File: config.mk
export PLATFORM = sky130hd
export DESIGN_NAME = dcc_ram
export DESIGN_NICKNAME = d
export VERILOG_FILES = /design/src/hdl/dcc_ram.sv
export SDC_FILE = /design/constraint.sdc
export NUM_CORES = 1
export LEC_CHECK = 0
export BUFFER_PORTS_ARGS = -buffer_cell sky130_fd_sc_hd__buf_4
export CAP_MARGIN = 20
export CORE_MARGIN = 2
export CORE_UTILIZATION = 45
export CTS_BUF_LIST = sky130_fd_sc_hd__clkbuf_8
export CTS_CLUSTER_SIZE = 30
export DETAILED_ROUTE_END_ITERATION = 6
export GPL_TIMING_DRIVEN = 0
export SYNTH_ARGS = -nofsm -noshare
export SYNTH_HDL_FRONTEND = slang
export SYNTH_SLANG_ARGS = --single-unit
export TNS_END_PERCENT = 50
File: constraint.sdc
create_clock -name clk -period 4.5 [get_ports clk]
set_input_delay 0.45 -clock clk [delete_from_list [all_inputs] [get_ports clk]]
set_output_delay 0.45 -clock clk [all_outputs]
set_load 0.02 [all_outputs]
File: src/hdl/dcc_ram.sv
`timescale 1ns / 1ps
// ----------------------------------------------------------------------------
// dcc_ram
// Generic simple dual-port RAM, one write port, one registered read port.
// ----------------------------------------------------------------------------
module dcc_ram #(
	parameter int WIDTH = 32,
	parameter int DEPTH = 16
) (
	input  logic                                   clk,
	input  logic                                   we,
	input  logic [(DEPTH > 1 ? $clog2(DEPTH) : 1)-1:0] waddr,
	input  logic [WIDTH-1:0]                       wdata,
	input  logic                                   re,
	input  logic [(DEPTH > 1 ? $clog2(DEPTH) : 1)-1:0] raddr,
	output logic [WIDTH-1:0]                       rdata
);

	logic [WIDTH-1:0] mem [DEPTH];

	always_ff @(posedge clk) begin
		if (we) begin
			mem[waddr] <= wdata;
		end
		if (re) begin
			rdata <= mem[raddr];
		end
	end

endmodule

# --- Word-level counts from Yosys, hierarchy flattened ---
# Memory sizes are Yosys's and may differ from the RTL's. A register that Yosys moved wholly into a read port is not among the register bits.
# Index checks and enable logic that the tools add are counted.
classes:
  mux: 2
ops:
  columns: ["operator", "count"]
  rows:
  - ["1-bit two-way mux", 2]
word_totals:
  input_bits: 43
  ram_bits: 512
  mem_count: 1
  wordCells: 3
  regBits: 0
mem_list:
  columns: ["name", "depth", "width", "read_ports", "rd_clocked_by_memory_dff", "wr", "line_no", "text"]
  rows:
  - ["mem", 16, 32, 1, 1, 1, "19", "logic [WIDTH-1:0] mem [DEPTH];"]

# --- Logic depth before layout (Yosys ltp) ---
logic_depth:
  ltp_word: 2
  ltp_mapped: 5
  depth_no_buf: 3

# --- Least setup slack after synthesis ---
# No wires, ideal clock.
synth_path:
  kind: "in2reg"
  from: "input port waddr[2] (netlist name)"
  to: "memory mem[0][0] (enable)"
  required_ns: 4.039
  slack_ns: 0.870
  arrival_time_ns: 3.168
  path_stages: 2
  path_cell_list: "or3b_2 > nor3_1"
synth_rtl:
  columns: ["element", "line_no", "text"]
  rows:
  - ["start, declared", "12", "input logic [(DEPTH > 1 ? $clog2(DEPTH) : 1)-1:0] waddr,"]
  - ["end, declared", "19", null]
# Straight into the memory's write port.

==> summary.md <==
| Metric | Value |
|---|---|
| Fmax | 0.538 GHz |
| Hold Vio Cnt, Final | 0 |
| Post-place setup slack | 2.02 ns |
| Post-synthesis sequential area ratio | 81.0% |
| Port Buf Inserts | 72 |
| Sequential cell area | 0.0163 mm2 |
| Gpl congestion | 0.696 |
| Routed WL | 43800 um |
| Sw power | 2230 uW |
| Clock skew | 0.0294 ns |
| Met2 WL | 21700 um |
| P_leak | 0.00762 uW |
| Grt ovf | 0 |
| Number of synthesized flops with an enable pin | 544 |
| Die H | 216 um |
| Most common cell after layout, fill and taps aside | edfxtp_1 |
| Max_cap viols | 0 |
| Via count | 9306 |
| Clk pwr share | 37.4% |
| Synth area leader | edfxtp_1 |
| Worst-margin pin slew | 0.945 ns |
| IO Pins | 75 |
| Syn_nets | 881 |
| First-pass GRT wire length | 64900 um |
| Bufs on Longest Clock Path | 3 |
| Largest net degree at the start of global routing | 33 |
| Final ANT Viol Nets | 0 |
| Critical path cell sequence | clkbuf_1 > buf_2 > mux4_2 > a22oi_1 > nand2_1 |
| VDD IR max | 0.000210 V |
| Reg clk slew, reported paths | 0.06 ns |
| Clock Latency Late Sink | 0.65 ns |
| Sequential power share | 56.9% |
| Cell Area, Synth | 0.0202 mm2 |
| Tmin final | 1.86 ns |
| Nets | 1071 |
| CP max stage delay | 0.53 ns |
| Core area | 0.0442 mm2 |
| Synthesized flop and latch total | 544 |
| PostCTS Resize Cnt | 0 |
| Comb pwr share | 5.6% |
| Yosys cell types | 17 |
| CTS tree | done |
| Outcome | finished clean |
| CP max-delay cell | clkbuf_1 |
| Tcrit/Tclk final | 41.3% |
| Worst Path Required | 4.86 ns |
| Final WS setup | 2.64 ns |
| HP Class | in2reg |
| Post-Synthesis Cells | 838 |
| DR pass1 iterations | 5 |
| Final setup fails | 0 |
| Critical Path End Type | register |
| Non-filler cells, final | 1680 |
| Chip Width | 216 um |
| YS warnings | 0 |
| CP Launch Type | primary input |
| Worst EP arrival | 2.22 ns |
| Max FO, Critical Path | 10 |
| Unrepaired setup endpoints after global routing | no |
| Initial DRC Count | 942 |
| Fillers | 3385 |
| HPWL after DPL | 26400 um |
| Row count | 77 |
| Wire per inst | 26.1 um |
| Sum Neg Setup Slack | 0 ns |
| GRT Util Overall | 19.4% |
| Most frequent cells in the layout | edfxtp_1 (544), mux4_2 (128), clkbuf_8 (89) |
| Antenna Cells | 0 |
| CTS Sinks | 544 |
| Initial antenna violation count | 1 |
| Relative slew margins | 37.0% |
| Internal Pwr Total | 7840 uW |
| Share of the synthesized area in the top cell type | 81.0% |
| Switch share | 22.2% |
| PwrDens | 428 mW/mm2 |
| Fraction of layout cells with a size suffix above 1 | 33.5% |
| Syn-to-layout area delta | 16.6% |
| Vias per inst | 5.54 |
| Metal-1 WL | 18800 um |
| Final Power | 10100 uW |
| Worst Setup Path Type | in2reg |
| Mapped Avg Cell Area | 24.1 um2 |
| Synth area leaders | edfxtp_1 (81%), mux4_2 (14%), a22oi_1 (2.4%) |
| DRC Markers | 0 |
| Num CTS Buffers | 88 |
| Synth Flop Type | edfxtp_1 |
| Placed insts | 1530 |
| Post-synth ARST share | 0% |
| Area of the multi-input gates | 0.00373 mm2 |
| Hold_buf cts | 0 |
| Max layer used | met5 |
| CP delay by family, top | buffers and inverters |
| Postcts setup bufs | 0 |
| H-tree Lvls | 3 |
| CTS Root Cell | clkbuf_8 |
| DIE AREA | 0.0465 mm2 |
| Met3 Routed Length | 2550 um |
| Fin. max-slew vios | 0 |
| Vias in the first global route | 9827 |
| Initial Util | 45.6% |
| WP buf/inv | 2 |
## flip-flops by register name, indices dropped and copies added, names as in the netlist
signal / flops
mem: 512
rdata: 32
## power by group through the flow
stage | combinational [uW] | clock, uW | sequential (uW)
floorplan | 273 | 0 | 5870
detailed placement | 577 | 0 | 5840
global route | 612 | 4080 | 5740
CTS | 580 | 3870 | 5740
global placement | 547 | 0 | 5840
finish | 566 | 3770 | 5740
## cell type report
cell class | instances | share of cell area, %
repair buffers | 100 | 4.18
multi-input cells | 251 | 15.8
clock buffers | 89 | 5.21
plain buffers | 43 | 0.947
flip-flops and latches | 544 | 69.4
well taps | 592 | 3.15
clock inverters | 61 | 1.24
## synth_stat cells (2+ instances only)
cell,instances
nand3b_1,2
buf_2,4
nor3_1,4
nand2b_1,2
edfxtp_1,544
buf_6,2
buf_4,11
nor2_1,13
buf_1,9
nor2b_1,2
a22oi_1,64
mux4_2,128
nand2_1,33
clkbuf_1,17
## per-layer routing
layer | GRT usage (%) | vias up
met5 | 0 | -
met4 | 5.33 | 2
met3 | 4.36 | 72
met1 | 26.5 | 4942
met2 | 31.6 | 302
li1 | - | 3988
## kinds of logic (layout without fill, tap and decap cells)
family	after synthesis	count (layout)	synth area share, %
muxes	128	128	14.3
AOI/OAI and AO/OA	64	64	2.38
buffers and inverters	43	293	1.10
DFF	544	544	81.0
and+or+nand+nor	59	59	1.25
## worst paths after layout
path	endpoint	startpoint	depth (start not counted)	slack [ns]
worst max-delay path	rdata[22]	raddr[1]	5	2.64
worst min register to register	rdata[29]	mem[14][29]	3	0.74
worst min-delay path	mem[7][7]	wdata[7]	1	0.10
worst max register to register	rdata[16]	mem[10][16]	3	2.98
## per-stage QoR
stage | hold WS [ns] | area [um2] | util, %
global placement | 0.728 | 21500 | 48.5
global route | 0.0766 | 23500 | 53.2
finish | 0.100 | 23500 | 53.2
floorplan | 0.549 | 20200 | -
detailed placement | 0.740 | 22000 | 49.8
CTS | 0.0511 | 23500 | 53.2
## worst register-to-register path: stages, from the launching register on
cell      delay (ns)
edfxtp_1        0.36
mux4_2          0.48
a22oi_1         0.21
nand2_1         0.18
Power figures use the tool's default switching activity.
